**config.mk**
```make
export PLATFORM = sky130hd
export DESIGN_NAME = chunk_reverse_xor_cipher_core
export DESIGN_NICKNAME = d
export VERILOG_FILES = /design/src/crxc_pkg.sv /design/src/crxc_rem_div.sv /design/src/crxc_datapath.sv /design/src/crxc_ctrl.sv /design/src/chunk_reverse_xor_cipher_core.sv
export SDC_FILE = /design/constraint.sdc
export NUM_CORES = 2
export LEC_CHECK = 0
export BUFFER_PORTS_ARGS = -buffer_cell sky130_fd_sc_hd__buf_4
export CAP_MARGIN = 5
export CORE_UTILIZATION = 44
export DETAILED_ROUTE_END_ITERATION = 16
export GPL_TIMING_DRIVEN = 0
export MAX_ROUTING_LAYER = met4
export SLEW_MARGIN = 20
export SYNTH_ARGS = -nofsm -noshare
export SYNTH_HDL_FRONTEND = slang
export SYNTH_SLANG_ARGS = --single-unit
```
**constraint.sdc**
```tcl
create_clock -name i_clk -period 5.9 [get_ports i_clk]
set_clock_uncertainty 0.2 [all_clocks]
set_input_delay 0.59 -clock i_clk [delete_from_list [all_inputs] [get_ports i_clk]]
set_output_delay 0.59 -clock i_clk [all_outputs]
set_load 0.02 [all_outputs]
```
**src/crxc_pkg.sv**
```systemverilog
// ============================================================================
// crxc_pkg
// Shared types and constants of the chunk reverse XOR cipher: controller
// states, command and status bundles, register indexes, mode codes and the
// fixed header key table.
// ============================================================================
package crxc_pkg;

    // Controller states
    typedef enum logic [3:0] {
        S_IDLE,
        S_HDR_CHK,
        S_DIV_GO,
        S_DIV_WAIT,
        S_SETUP,
        S_OPEN,
        S_MAP,
        S_EMIT,
        S_HDR_OUT
    } t_state;

    // Class of the byte offered at the input
    typedef enum logic [2:0] {
        K_DROP,
        K_HDR_HOLD,
        K_HDR_LAST,
        K_PASS,
        K_BODY_START,
        K_BODY
    } t_kind;

    // Controller to datapath
    typedef struct packed {
        logic       accept;
        logic       hdr_check;
        logic       div_start;
        logic       setup;
        logic       open_chunk;
        logic       map;
        logic       emit_body;
        logic       emit_hdr;
        logic [1:0] hdr_idx;
    } t_dp_cmd;

    // Datapath to controller
    typedef struct packed {
        t_kind kind;
        logic  hdr_match;
        logic  header_found;
        logic  div_done;
        logic  out_free;
    } t_dp_sts;

    // Register indexes
    localparam logic [2:0] CFG_MODE        = 3'd0;
    localparam logic [2:0] CFG_KEY_START   = 3'd1;
    localparam logic [2:0] CFG_KEY_STEP    = 3'd2;
    localparam logic [2:0] CFG_CHUNK_LEN   = 3'd3;
    localparam logic [2:0] CFG_BYTE_BUDGET = 3'd4;
    localparam logic [2:0] CFG_FILE_LEN    = 3'd5;

    // Mode codes
    localparam logic [1:0] MODE_AUTO    = 2'd0;
    localparam logic [1:0] MODE_DECRYPT = 2'd1;
    localparam logic [1:0] MODE_ENCRYPT = 2'd2;
    localparam logic [1:0] MODE_PASS    = 2'd3;

    // Header signature bytes as they appear in the file
    localparam logic [7:0] SIG_HDR0 = 8'h85 - 8'h20;
    localparam logic [7:0] SIG_HDR1 = 8'ha4 - 8'h40;
    localparam logic [7:0] SIG_HDR2 = 8'hda - 8'h60;

    typedef struct packed {
        logic [7:0]  id;
        logic [7:0]  key;
        logic [7:0]  step;
        logic [15:0] chunk;
        logic [15:0] budget;
    } t_key_row;

    localparam int TABLE_ROWS = 8;

    localparam t_key_row KEY_TABLE [TABLE_ROWS] = '{
        '{8'h5d, 8'h1b, 8'h37, 16'h0040, 16'h2800},
        '{8'h74, 8'h51, 8'he9, 16'h0040, 16'h3000},
        '{8'h71, 8'hc1, 8'h51, 16'h1400, 16'h2000},
        '{8'h8a, 8'h03, 8'h19, 16'h1400, 16'h7800},
        '{8'h95, 8'hab, 8'hcd, 16'h0200, 16'h1000},
        '{8'hb7, 8'h12, 8'h34, 16'h0400, 16'h2800},
        '{8'h9d, 8'h35, 8'h97, 16'h0080, 16'h2800},
        '{8'haa, 8'h99, 8'h37, 16'h0400, 16'h1000}
    };

endpackage

```
**src/crxc_rem_div.sv**
```systemverilog
// ============================================================================
// crxc_rem_div
// Restoring remainder unit: one dividend bit per cycle, ending in a
// one-cycle done pulse.
// ============================================================================
module crxc_rem_div
    import crxc_pkg::*;
#(
    parameter int SIZE_BITS = 24
) (
    input  logic                 i_clk,
    input  logic                 i_rst_n,
    input  logic                 i_start,
    input  logic [SIZE_BITS-1:0] i_dividend,
    input  logic [15:0]          i_divisor,
    output logic                 o_done,
    output logic [15:0]          o_rem
);

    localparam int CW = $clog2(SIZE_BITS + 1);

    logic                 r_busy;
    logic                 r_done;
    logic [CW-1:0]        r_cnt;
    logic [SIZE_BITS-1:0] r_num;
    logic [16:0]          r_rem;
    logic [15:0]          r_div;
    logic [16:0]          w_trial;
    logic [16:0]          w_next;

    // Shift in the next dividend bit and subtract when it fits
    always_comb begin
        w_trial = {r_rem[15:0], r_num[SIZE_BITS-1]};
        if (w_trial >= {1'b0, r_div}) begin
            w_next = w_trial - {1'b0, r_div};
        end else begin
            w_next = w_trial;
        end
    end

    // Sequence the iterations
    always_ff @(posedge i_clk) begin
        if (!i_rst_n) begin
            r_busy <= 1'b0;
            r_done <= 1'b0;
            r_cnt  <= '0;
        end else if (i_start) begin
            r_busy <= 1'b1;
            r_done <= 1'b0;
            r_cnt  <= CW'(SIZE_BITS);
        end else if (r_busy) begin
            r_cnt <= r_cnt - CW'(1);
            if (r_cnt == CW'(1)) begin
                r_busy <= 1'b0;
                r_done <= 1'b1;
            end
        end else begin
            r_done <= 1'b0;
        end
    end

    // Hold operands and partial remainder
    always_ff @(posedge i_clk) begin
        if (i_start) begin
            r_num <= i_dividend;
            r_rem <= '0;
            r_div <= i_divisor;
        end else if (r_busy) begin
            r_num <= r_num << 1;
            r_rem <= w_next;
        end
    end

    assign o_done = r_done;
    assign o_rem  = r_rem[15:0];

endmodule

```
**src/crxc_datapath.sv**
```systemverilog
// ============================================================================
// crxc_datapath
// Configuration registers, stream counters, header check, chunk permutation
// and key arithmetic, and the output register of the cipher.
// ============================================================================
module crxc_datapath
    import crxc_pkg::*;
#(
    parameter int SIZE_BITS     = 24,
    parameter int TABLE_ENTRIES = 8
) (
    input  logic        i_clk,
    input  logic        i_rst_n,
    input  logic        i_cfg_valid,
    input  logic [2:0]  i_cfg_index,
    input  logic [23:0] i_cfg_data,
    input  logic [7:0]  i_in_byte,
    input  t_dp_cmd     i_cmd,
    output t_dp_sts     o_sts,
    output logic        o_out_valid,
    input  logic        i_out_ready,
    output logic [23:0] o_out_offset,
    output logic [7:0]  o_out_byte,
    output logic        o_run_last,
    output logic        o_file_done,
    output logic        o_header_stripped,
    output logic [2:0]  o_key_entry
);

    localparam int SB         = SIZE_BITS;
    localparam int NUM_SEARCH = (TABLE_ENTRIES < TABLE_ROWS) ? TABLE_ENTRIES : TABLE_ROWS;

    // Configuration
    logic [1:0]  r_mode;
    logic [7:0]  r_key_start;
    logic [7:0]  r_key_step;
    logic [15:0] r_chunk_len;
    logic [23:0] r_byte_budget;
    logic [23:0] r_file_len;

    // Stream state
    logic [SB-1:0] r_bytes_seen;
    logic [7:0]    r_hold [4];
    logic          r_header_found;
    logic [2:0]    r_entry_sel;
    logic [7:0]    r_running_key;
    logic [15:0]   r_chunk_pos;
    logic [15:0]   r_chunk_now;
    logic [SB-1:0] r_chunk_base;
    logic [SB-1:0] r_region_left;
    logic [SB:0]   r_budget_left;

    // Working registers of the current byte
    logic [7:0]    r_byte;
    logic          r_done;
    logic [SB-1:0] r_off;
    logic          r_in_chunk;
    logic [7:0]    r_mul_in;

    // Output register
    logic          r_out_valid;
    logic [23:0]   r_out_offset;
    logic [7:0]    r_out_byte;
    logic          r_out_run_last;
    logic          r_out_file_done;
    logic          r_out_hs;
    logic [2:0]    r_out_entry;

    logic [31:0]   w_fl_wide;
    logic [31:0]   w_bb_wide;
    logic [31:0]   w_off_wide;
    logic [SB-1:0] w_fl;
    logic [SB-1:0] w_size;
    t_key_row      w_row;
    logic [15:0]   w_chunk_raw;
    logic [15:0]   w_chunk;
    logic [7:0]    w_step;
    t_kind         w_kind;
    logic          w_sig_ok;
    logic          w_found;
    logic [2:0]    w_found_sel;
    logic          w_cfg_hit;
    logic [15:0]   w_rem;
    logic          w_div_done;
    logic [SB-1:0] w_tail;
    logic [SB-1:0] w_region;
    logic          w_open_ok;
    logic [15:0]   w_take;
    logic [15:0]   w_half;
    logic [15:0]   w_d;
    logic [15:0]   w_k;
    logic [15:0]   w_prod;
    logic [15:0]   w_close_prod;
    logic [7:0]    w_val;
    logic [16:0]   w_pos_next;
    logic          w_out_free;

    // Fit the size registers to the counter width
    assign w_fl_wide = 32'(r_file_len);
    assign w_bb_wide = 32'(r_byte_budget);
    assign w_fl      = w_fl_wide[SB-1:0];
    assign w_size    = r_header_found ? (w_fl - SB'(4)) : w_fl;

    // Select key parameters of the active source
    always_comb begin
        w_row       = KEY_TABLE[r_entry_sel];
        w_chunk_raw = r_header_found ? w_row.chunk : r_chunk_len;
        w_chunk     = (w_chunk_raw == '0) ? 16'd1 : w_chunk_raw;
        w_step      = r_header_found ? w_row.step : r_key_step;
    end

    // Classify the byte at the input
    always_comb begin
        if (r_bytes_seen >= w_fl) begin
            w_kind = K_DROP;
        end else if (r_mode == MODE_AUTO && w_fl >= SB'(4) && r_bytes_seen < SB'(4)) begin
            w_kind = (r_bytes_seen == SB'(3)) ? K_HDR_LAST : K_HDR_HOLD;
        end else if (r_mode == MODE_PASS || (r_mode == MODE_AUTO && !r_header_found)) begin
            w_kind = K_PASS;
        end else if (!r_header_found && r_bytes_seen == '0) begin
            w_kind = K_BODY_START;
        end else begin
            w_kind = K_BODY;
        end
    end

    // Check signature and search the key table, first hit wins
    always_comb begin
        logic [9:0] want;
        w_sig_ok    = (r_hold[0] == SIG_HDR0) && (r_hold[1] == SIG_HDR1) &&
                      (r_hold[2] == SIG_HDR2);
        w_found     = 1'b0;
        w_found_sel = '0;
        for (int i = 0; i < NUM_SEARCH; i++) begin
            want = 10'(KEY_TABLE[i].id) - 10'((i + 1) * 16);
            if (!w_found && w_sig_ok && 10'(r_hold[3]) == want) begin
                w_found     = 1'b1;
                w_found_sel = 3'(i);
            end
        end
    end

    crxc_rem_div #(
        .SIZE_BITS (SIZE_BITS)
    ) u_rem_div (
        .i_clk      (i_clk),
        .i_rst_n    (i_rst_n),
        .i_start    (i_cmd.div_start),
        .i_dividend (w_size),
        .i_divisor  (w_chunk),
        .o_done     (w_div_done),
        .o_rem      (w_rem)
    );

    // Derive tail and encrypted region from the remainder
    always_comb begin
        w_tail = (w_rem < (w_chunk >> 2)) ? SB'(w_rem) : '0;
        w_tail = w_tail + SB'(w_size[0]);
        w_region = (w_size > w_tail) ? (w_size - w_tail) : '0;
    end

    // Decide whether a new chunk opens and how long it is
    always_comb begin
        w_open_ok = (r_chunk_now == '0) && (r_region_left != '0) &&
                    !r_budget_left[SB] && (r_budget_left != '0);
        w_take    = (SB'(w_chunk) > r_region_left) ? r_region_left[15:0] : w_chunk;
    end

    // Map the chunk slot to its output position
    always_comb begin
        w_half = 16'((17'(r_chunk_now) + 17'd1) >> 1);
        w_d    = r_chunk_now - 16'd1 - r_chunk_pos;
        if (r_mode == MODE_ENCRYPT) begin
            w_k = w_d[0] ? (w_half + (w_d >> 1)) : (w_d >> 1);
        end else if (r_chunk_pos < w_half) begin
            w_k = r_chunk_now - 16'd1 - (r_chunk_pos << 1);
        end else begin
            w_k = r_chunk_now - 16'd2 - ((r_chunk_pos - w_half) << 1);
        end
    end

    // Form the output byte and the key advance at chunk end
    always_comb begin
        w_prod       = w_step * r_mul_in;
        w_close_prod = w_step * r_chunk_now[7:0];
        w_val        = r_in_chunk ? (r_byte ^ (r_running_key + w_prod[7:0])) : r_byte;
        w_pos_next   = 17'(r_chunk_pos) + 17'd1;
    end

    assign w_cfg_hit  = i_cfg_valid && (i_cfg_index <= CFG_FILE_LEN);
    assign w_out_free = !r_out_valid || i_out_ready;

    // Write configuration registers
    always_ff @(posedge i_clk) begin
        if (!i_rst_n) begin
            r_mode        <= MODE_AUTO;
            r_key_start   <= '0;
            r_key_step    <= '0;
            r_chunk_len   <= 16'd64;
            r_byte_budget <= 24'd10240;
            r_file_len    <= '0;
        end else if (i_cfg_valid) begin
            unique case (i_cfg_index)
                CFG_MODE:        r_mode        <= i_cfg_data[1:0];
                CFG_KEY_START:   r_key_start   <= i_cfg_data[7:0];
                CFG_KEY_STEP:    r_key_step    <= i_cfg_data[7:0];
                CFG_CHUNK_LEN:   r_chunk_len   <= i_cfg_data[15:0];
                CFG_BYTE_BUDGET: r_byte_budget <= i_cfg_data;
                CFG_FILE_LEN:    r_file_len    <= i_cfg_data;
                default: ;
            endcase
        end
    end

    // Advance stream state; a register write restarts the file
    always_ff @(posedge i_clk) begin
        if (!i_rst_n || w_cfg_hit) begin
            r_bytes_seen   <= '0;
            r_header_found <= 1'b0;
            r_entry_sel    <= '0;
            r_running_key  <= '0;
            r_chunk_pos    <= '0;
            r_chunk_now    <= '0;
            r_chunk_base   <= '0;
            r_region_left  <= '0;
            r_budget_left  <= '0;
        end else begin
            if (i_cmd.accept && r_bytes_seen < w_fl) begin
                r_bytes_seen <= r_bytes_seen + SB'(1);
            end
            if (i_cmd.hdr_check && w_found) begin
                r_header_found <= 1'b1;
                r_entry_sel    <= w_found_sel;
            end
            if (i_cmd.setup) begin
                r_region_left <= w_region;
                r_budget_left <= r_header_found ? (SB+1)'(w_row.budget)
                                                : (SB+1)'(w_bb_wide[SB-1:0]);
                r_running_key <= r_header_found ? w_row.key : r_key_start;
                r_chunk_base  <= '0;
                r_chunk_pos   <= '0;
                r_chunk_now   <= '0;
            end
            if (i_cmd.open_chunk && w_open_ok) begin
                r_chunk_now   <= w_take;
                r_region_left <= r_region_left - SB'(w_take);
                r_budget_left <= r_budget_left - (SB+1)'(w_take);
                r_chunk_pos   <= '0;
            end
            if (i_cmd.emit_body && r_in_chunk) begin
                if (w_pos_next >= 17'(r_chunk_now)) begin
                    r_chunk_base  <= r_chunk_base + SB'(r_chunk_now);
                    r_running_key <= r_running_key + w_close_prod[7:0];
                    r_chunk_now   <= '0;
                    r_chunk_pos   <= '0;
                end else begin
                    r_chunk_pos <= w_pos_next[15:0];
                end
            end
        end
    end

    // Capture the byte and its placement
    always_ff @(posedge i_clk) begin
        if (i_cmd.accept) begin
            r_byte     <= i_in_byte;
            r_off      <= r_bytes_seen;
            r_in_chunk <= 1'b0;
            r_done     <= ((SB+1)'(r_bytes_seen) + (SB+1)'(1)) == (SB+1)'(w_fl);
            if (w_kind == K_HDR_HOLD || w_kind == K_HDR_LAST) begin
                r_hold[r_bytes_seen[1:0]] <= i_in_byte;
            end
        end
        if (i_cmd.map) begin
            r_in_chunk <= (r_chunk_now != '0);
            r_mul_in   <= (r_mode == MODE_ENCRYPT) ? w_k[7:0] : r_chunk_pos[7:0];
            if (r_chunk_now != '0) begin
                r_off <= r_chunk_base + SB'(w_k);
            end else if (r_header_found) begin
                r_off <= r_off - SB'(4);
            end
        end
    end

    // Drive the output register valid flag
    always_ff @(posedge i_clk) begin
        if (!i_rst_n) begin
            r_out_valid <= 1'b0;
        end else if (i_cmd.emit_body || i_cmd.emit_hdr) begin
            r_out_valid <= 1'b1;
        end else if (i_out_ready) begin
            r_out_valid <= 1'b0;
        end
    end

    assign w_off_wide = 32'(r_off);

    // Load the output payload
    always_ff @(posedge i_clk) begin
        if (i_cmd.emit_body) begin
            r_out_offset    <= w_off_wide[23:0];
            r_out_byte      <= w_val;
            r_out_run_last  <= 1'b1;
            r_out_file_done <= r_done;
            r_out_hs        <= r_header_found;
            r_out_entry     <= r_header_found ? r_entry_sel : 3'd0;
        end else if (i_cmd.emit_hdr) begin
            r_out_offset    <= 24'(i_cmd.hdr_idx);
            r_out_byte      <= r_hold[i_cmd.hdr_idx];
            r_out_run_last  <= (i_cmd.hdr_idx == 2'd3);
            r_out_file_done <= (i_cmd.hdr_idx == 2'd3) && r_done;
            r_out_hs        <= 1'b0;
            r_out_entry     <= 3'd0;
        end
    end

    always_comb begin
        o_sts.kind         = w_kind;
        o_sts.hdr_match    = w_found;
        o_sts.header_found = r_header_found;
        o_sts.div_done     = w_div_done;
        o_sts.out_free     = w_out_free;
    end

    assign o_out_valid       = r_out_valid;
    assign o_out_offset      = r_out_offset;
    assign o_out_byte        = r_out_byte;
    assign o_run_last        = r_out_run_last;
    assign o_file_done       = r_out_file_done;
    assign o_header_stripped = r_out_hs;
    assign o_key_entry       = r_out_entry;

    // An open chunk never runs past its length
    a_pos_in_chunk: assert property (@(posedge i_clk) disable iff (!i_rst_n)
        (r_chunk_now != '0) |-> (r_chunk_pos < r_chunk_now))
        else $error("chunk position beyond open chunk");

    // The byte counter never passes the file length
    a_seen_bound: assert property (@(posedge i_clk) disable iff (!i_rst_n)
        r_bytes_seen <= w_fl)
        else $error("byte counter beyond file length");

    // The header is taken only by a header check
    a_found_src: assert property (@(posedge i_clk) disable iff (!i_rst_n)
        $rose(r_header_found) |-> $past(i_cmd.hdr_check))
        else $error("header flag set outside header check");

    // Header bytes are replayed only when no header was stripped
    a_hdr_replay: assert property (@(posedge i_clk) disable iff (!i_rst_n)
        i_cmd.emit_hdr |-> !r_header_found)
        else $error("header replay after header strip");

endmodule

```
**src/crxc_ctrl.sv**
```systemverilog
// ============================================================================
// crxc_ctrl
// Controller of the cipher: walks each accepted byte through its steps among
// header check, remainder setup, chunk open, slot mapping and emission.
// ============================================================================
module crxc_ctrl
    import crxc_pkg::*;
(
    input  logic    i_clk,
    input  logic    i_rst_n,
    input  logic    i_in_valid,
    output logic    o_in_ready,
    output t_dp_cmd o_cmd,
    input  t_dp_sts i_sts
);

    t_state     r_state;
    t_state     n_state;
    logic [1:0] r_hdr_cnt;
    logic [1:0] n_hdr_cnt;

    // Advance state
    always_ff @(posedge i_clk) begin
        if (!i_rst_n) begin
            r_state   <= S_IDLE;
            r_hdr_cnt <= '0;
        end else begin
            r_state   <= n_state;
            r_hdr_cnt <= n_hdr_cnt;
        end
    end

    // Next state
    always_comb begin
        n_state   = r_state;
        n_hdr_cnt = r_hdr_cnt;
        unique case (r_state)
            S_IDLE: begin
                if (i_in_valid) begin
                    unique case (i_sts.kind)
                        K_HDR_LAST:   n_state = S_HDR_CHK;
                        K_PASS:       n_state = S_EMIT;
                        K_BODY_START: n_state = S_DIV_GO;
                        K_BODY:       n_state = S_OPEN;
                        default:      n_state = S_IDLE;
                    endcase
                end
            end
            S_HDR_CHK: begin
                n_hdr_cnt = '0;
                n_state   = i_sts.hdr_match ? S_DIV_GO : S_HDR_OUT;
            end
            S_DIV_GO:   n_state = S_DIV_WAIT;
            S_DIV_WAIT: begin
                if (i_sts.div_done) begin
                    n_state = S_SETUP;
                end
            end
            S_SETUP:    n_state = i_sts.header_found ? S_IDLE : S_OPEN;
            S_OPEN:     n_state = S_MAP;
            S_MAP:      n_state = S_EMIT;
            S_EMIT: begin
                if (i_sts.out_free) begin
                    n_state = S_IDLE;
                end
            end
            S_HDR_OUT: begin
                if (i_sts.out_free) begin
                    n_hdr_cnt = r_hdr_cnt + 2'd1;
                    if (r_hdr_cnt == 2'd3) begin
                        n_state = S_IDLE;
                    end
                end
            end
            default:    n_state = S_IDLE;
        endcase
    end

    // Commands
    always_comb begin
        o_cmd         = '0;
        o_cmd.hdr_idx = r_hdr_cnt;
        o_in_ready    = 1'b0;
        unique case (r_state)
            S_IDLE: begin
                o_in_ready   = 1'b1;
                o_cmd.accept = i_in_valid;
            end
            S_HDR_CHK:  o_cmd.hdr_check  = 1'b1;
            S_DIV_GO:   o_cmd.div_start  = 1'b1;
            S_DIV_WAIT: ;
            S_SETUP:    o_cmd.setup      = 1'b1;
            S_OPEN:     o_cmd.open_chunk = 1'b1;
            S_MAP:      o_cmd.map        = 1'b1;
            S_EMIT:     o_cmd.emit_body  = i_sts.out_free;
            S_HDR_OUT:  o_cmd.emit_hdr   = i_sts.out_free;
            default: ;
        endcase
    end

endmodule

```
**src/chunk_reverse_xor_cipher_core.sv**
```systemverilog
// ============================================================================
// chunk_reverse_xor_cipher_core
// Chunk reverse XOR cipher for one file, one byte per input transaction.
// ============================================================================
// Usage:
//   Program the registers over the cfg channel (index 0..5) while idle; any
//   write restarts the file. o_cfg_ready is always high.
//   Feed file bytes in order on the in channel. Each byte yields zero, one
//   or (on a rejected auto header) four result transactions on the out
//   channel, each carrying its output offset; o_run_last marks the last one.
//   A pass-through byte takes accept and emit steps; a byte of the encrypted
//   body takes accept, chunk open, slot map and emit (key multiply) steps of
//   the sequencer. The first body byte also runs the bit-serial remainder
//   unit; in auto mode this runs after the fourth header byte. A rejected
//   header replays its four bytes, one per cycle while the receiver is ready.
//   The output register parts the channels: the next byte is accepted while
//   a result waits; a stalled receiver holds the block in its emit step.
//   Reset (synchronous, active low) loads register defaults and clears the
//   stream counters; no clearing pass is needed.
// ============================================================================
module chunk_reverse_xor_cipher_core
    import crxc_pkg::*;
#(
    parameter int SIZE_BITS     = 24,
    parameter int TABLE_ENTRIES = 8
) (
    input  logic        i_clk,
    input  logic        i_rst_n,
    input  logic        i_cfg_valid,
    output logic        o_cfg_ready,
    input  logic [2:0]  i_cfg_index,
    input  logic [23:0] i_cfg_data,
    input  logic        i_in_valid,
    output logic        o_in_ready,
    input  logic [7:0]  i_in_byte,
    output logic        o_out_valid,
    input  logic        i_out_ready,
    output logic [23:0] o_out_offset,
    output logic [7:0]  o_out_byte,
    output logic        o_run_last,
    output logic        o_file_done,
    output logic        o_header_stripped,
    output logic [2:0]  o_key_entry
);

    t_dp_cmd w_cmd;
    t_dp_sts w_sts;

    // Accept register writes at any time
    assign o_cfg_ready = 1'b1;

    crxc_ctrl u_ctrl (
        .i_clk      (i_clk),
        .i_rst_n    (i_rst_n),
        .i_in_valid (i_in_valid),
        .o_in_ready (o_in_ready),
        .o_cmd      (w_cmd),
        .i_sts      (w_sts)
    );

    crxc_datapath #(
        .SIZE_BITS     (SIZE_BITS),
        .TABLE_ENTRIES (TABLE_ENTRIES)
    ) u_datapath (
        .i_clk             (i_clk),
        .i_rst_n           (i_rst_n),
        .i_cfg_valid       (i_cfg_valid),
        .i_cfg_index       (i_cfg_index),
        .i_cfg_data        (i_cfg_data),
        .i_in_byte         (i_in_byte),
        .i_cmd             (w_cmd),
        .o_sts             (w_sts),
        .o_out_valid       (o_out_valid),
        .i_out_ready       (i_out_ready),
        .o_out_offset      (o_out_offset),
        .o_out_byte        (o_out_byte),
        .o_run_last        (o_run_last),
        .o_file_done       (o_file_done),
        .o_header_stripped (o_header_stripped),
        .o_key_entry       (o_key_entry)
    );

endmodule

```
==> impl_results.md <==
- Status: finished with violations
- DRT Pass-1 Iters: 6
- Rel. slew slack: 21.0%
- Post-Syn Instances: 4,135
- I/O pin count: 81
- Die area: 77,300 um2
- Worst setup EP type: flip-flop
- Clock sinks: 407
- Sequential Power Share: 29.2%
- Max clock buf depth: 3
- CTS tree: yes
- Reg2Reg Setup Slack: -350 ps
- Height of the die: 278 um
- Min-delay worst type: input pin to flip-flop
- TNS Setup: -3510 ps
- Clock Pin Slew Worst Setup and Hold Paths: 70 ps
- Commonest non-fill, non-tap cell in the layout: nand2_1
- CP Launch Type: flip-flop
- GR Util met1: 43.3%
- Failing checks: negative setup slack
- Final nets: 4,831
- Number of synthesized flops with an enable pin: 129
- Worst Hold Depth: 1
- Sequential element share of the synthesized area: 28.2%
- Synthesized cell area: 33,500 um2
- Sw power: 4.64 mW
- Post-synthesis average cell area: 8.11 um2
- Worst r2r src: u_datapath.r_chunk_now[3]$_SDFF_PP0_
- Worst Hold End: u_datapath.r_hold[1][7]$_DFFE_PP_
- Number of CTS-inserted buffers: 46
- Synth cell types: 101
- WS Path Type: flip-flop to flip-flop
- Comb power frac: 44.5%
- Worst reg2reg endpoint: u_datapath.r_off[23]$_DFF_P_
- CP max FO: 5
- Final wirelength: 129,000 um
- Worst hold margin: 15.9 ps
- WP data required: 6200 ps
- P_int: 7.05 mW
- RSZ-0062 raised after global routing: yes
- Area after DPL: 35,500 um2
- Min Tclk post-route: 6250 ps
- Fmax: 160 MHz
- Final setup vio count: 19
- Count of final max-slew check failures: 0
- First-pass GRT wire length: 189,000 um
- Setup ws final: -353 ps
- Via count: 32,813
- Tot GR Track Use: 33.1%
- CTS HTree Levels: 2
- Final global-route overflow total: 0
- Power Density: 285 nW/um2
- GRT busiest layer: met2
- FF-to-FF path depth: 27
- Final ANT Viol Nets: 0
- Leakage: 16.4 nW
- CORE AREA: 74,900 um2
- Prevailing post-synth register cell: dfxtp_1
- Most frequent cells in the layout: nand2_1, nor2_1, inv_1, dfxtp_1, ha_1
- Sw frac: 39.7%
- FF+latch count, synth: 407
- Effective utilization at floorplan: 44.7%
- Fin. Hold Viols: 0
- Number of fill cells: 7,013
- Clk_lat worst skew: 610 ps
- CP arrival: 6550 ps
- Yosys Warn Count: 0
- Input/output buffers: 79
- Initial antenna violation count: 1
- Die W: 278 um
- Drt drc: 0
- Largest net degree at the start of global routing: 26
- Vias per cell: 6.03
- Clock Root Buffer: clkbuf_16
- Met3 usage: 3.81%
- Maxcap violations: 0
- Rows: 100
- Asr flop ratio synth: 0%
- Period Utilization, post-route: 106%
- Tightest Pin Transition: 1180 ps
- Final instance area: 41,100 um2
- Share of layout cells above drive strength 1: 17.9%
- Peak VDD IR: 0.000345 V
- Vias in the first global route: 30,304
- Area Overhead vs Synth: 22.6%
- Routed WL per cell: 23.7 um
- Hold_sp: i_in_byte[7]
- 1st-iter DRT viols: 3,156
- Clk pwr share: 26.4%
- Met2 Track Usage GR: 51.7%
- Dpl hpwl: 97,900 um
- Tot Pwr: 11.7 mW
- RePlAce Congestion: 1.01
stage by stage:
step                      utilization (%)  cells  setup slack, ps
after floorplan                         -   4137           -0.326
after detailed placement             47.3   5187            -2600
after global placement               47.3   5185            -2620
after CTS                            52.7   5385             -322
final                                54.8   5441             -353
after global routing                 54.8   5441             -581
metal layers:
layer	wire [um]	part of all wire, %
met5	0	0
met4	6740	5.2
met3	9330	7.2
met1	54700	42
met2	58400	45
worst max-delay path, cell delays in order (launching register included):
cell	delay, ps
dfxtp_4	360
clkbuf_16	130
clkinvlp_4	110
nor3_4	260
nand3_4	180
xnor2_2	230
inv_2	60
ha_4	270
o21a_1	110
o31a_1	240
nor4_4	80
o311a_1	410
or3_1	400
xnor2_1	130
ha_1	260
inv_1	90
ha_4	220
nor2b_1	140
and4_1	200
o31ai_2	330
o21ai_1	140
a2bb2oi_2	190
ha_1	350
nand2_2	80
o31ai_4	370
o21bai_2	120
xnor2_2	180
o221a_2	280
state kept, by name (all words and copies together) (netlist names), 24 cells and up, named ones only:
| name | flops |
|---|---|
| u_datapath.r_hold | 32 |
| u_datapath.r_budget_left | 25 |
| u_datapath.o_out_offset | 24 |
| u_datapath.r_byte_budget | 24 |
| u_datapath.r_bytes_seen | 24 |
| u_datapath.r_chunk_base | 24 |
| u_datapath.r_file_len | 24 |
| u_datapath.r_off | 24 |
| u_datapath.r_region_left | 24 |
| u_datapath.u_rem_div.r_num | 24 |
final cells by class:
| type | instances | area, um2 | share of cell area [%] |
|---|---|---|---|
| antenna | 1 | 2.50 | 0.00609 |
| buffer | 200 | 1090 | 2.66 |
| clock buffer | 61 | 1280 | 3.12 |
| clock inverter | 23 | 295 | 0.719 |
| inverter | 288 | 1120 | 2.73 |
| multi-input combinational | 3241 | 24600 | 59.8 |
| sequential | 407 | 9480 | 23.1 |
| tap | 969 | 1210 | 2.95 |
| timing repair buffer | 251 | 2020 | 4.91 |
how the worst max path moves through the flow:
| stage | startpoint | to | depth (start not counted) |
|---|---|---|---|
| 6_report | u_datapath.r_chunk_now[3]$_SDFF_PP0_ | u_datapath.r_off[23]$_DFF_P_ | 27 |
| 3_3_place_gp | u_datapath.r_header_found$_SDFFE_PP0P_ | u_datapath.r_region_left[22]$_SDFFE_PP0P_ | 27 |
| 3_5_place_dp | u_datapath.r_header_found$_SDFFE_PP0P_ | u_datapath.r_region_left[22]$_SDFFE_PP0P_ | 27 |
| 5_1_grt | u_datapath.r_chunk_now[0]$_SDFF_PP0_ | u_datapath.r_off[16]$_DFF_P_ | 32 |
| 4_1_cts | u_datapath.r_chunk_now[1]$_SDFF_PP0_ | u_datapath.r_off[22]$_DFF_P_ | 26 |
| 2_1_floorplan | u_datapath.r_chunk_now[1]$_SDFF_PP0_ | u_datapath.r_off[22]$_DFF_P_ | 26 |
synthesized netlist by cell type, types with 62 or more instances:
library cell	instances	area (um2)
nand2_1	496	1860
xnor2_1	222	1940
a21boi_0	85	638
nand3_1	127	636
o21ai_0	164	821
nor2_1	311	1170
inv_1	284	1070
xor2_1	74	648
nor3_1	125	626
edfxtp_1	129	3870
a211oi_1	62	465
dfxtp_1	278	5570
ha_1	309	3870
a21oi_1	275	1380
and2_1	73	457
clkbuf_1	167	627
power by group through the flow:
stage	clock (mW)	combinational, mW	sequential [mW]
global route	3.21	5.48	3.43
global placement	0	4.09	3.46
floorplan	0	2.82	3.38
CTS	3.10	4.49	3.40
finish	3.08	5.20	3.41
detailed placement	0	4.10	3.45
logic make-up after synthesis:
family | count (synthesis) | share of synthesized area, %
compound gates | 1003 | 20.0
xor+xnor | 297 | 7.80
fa+ha+maj | 356 | 14.3
buf+inv | 490 | 5.63
flops | 407 | 28.2
mux | 44 | 1.63
other cells | 1 | 0.0112
simple gates | 1537 | 22.4
timing repair:
action	4_1_cts	5_1_grt
pin swaps	134	150
gates resized for setup	353	229
cloned	1	0
setup buffers	113	57
hold buffers	1	0
hold endpoints to repair	2	0
setup endpoints to repair	98	96
Power figures use the tool's default switching activity.
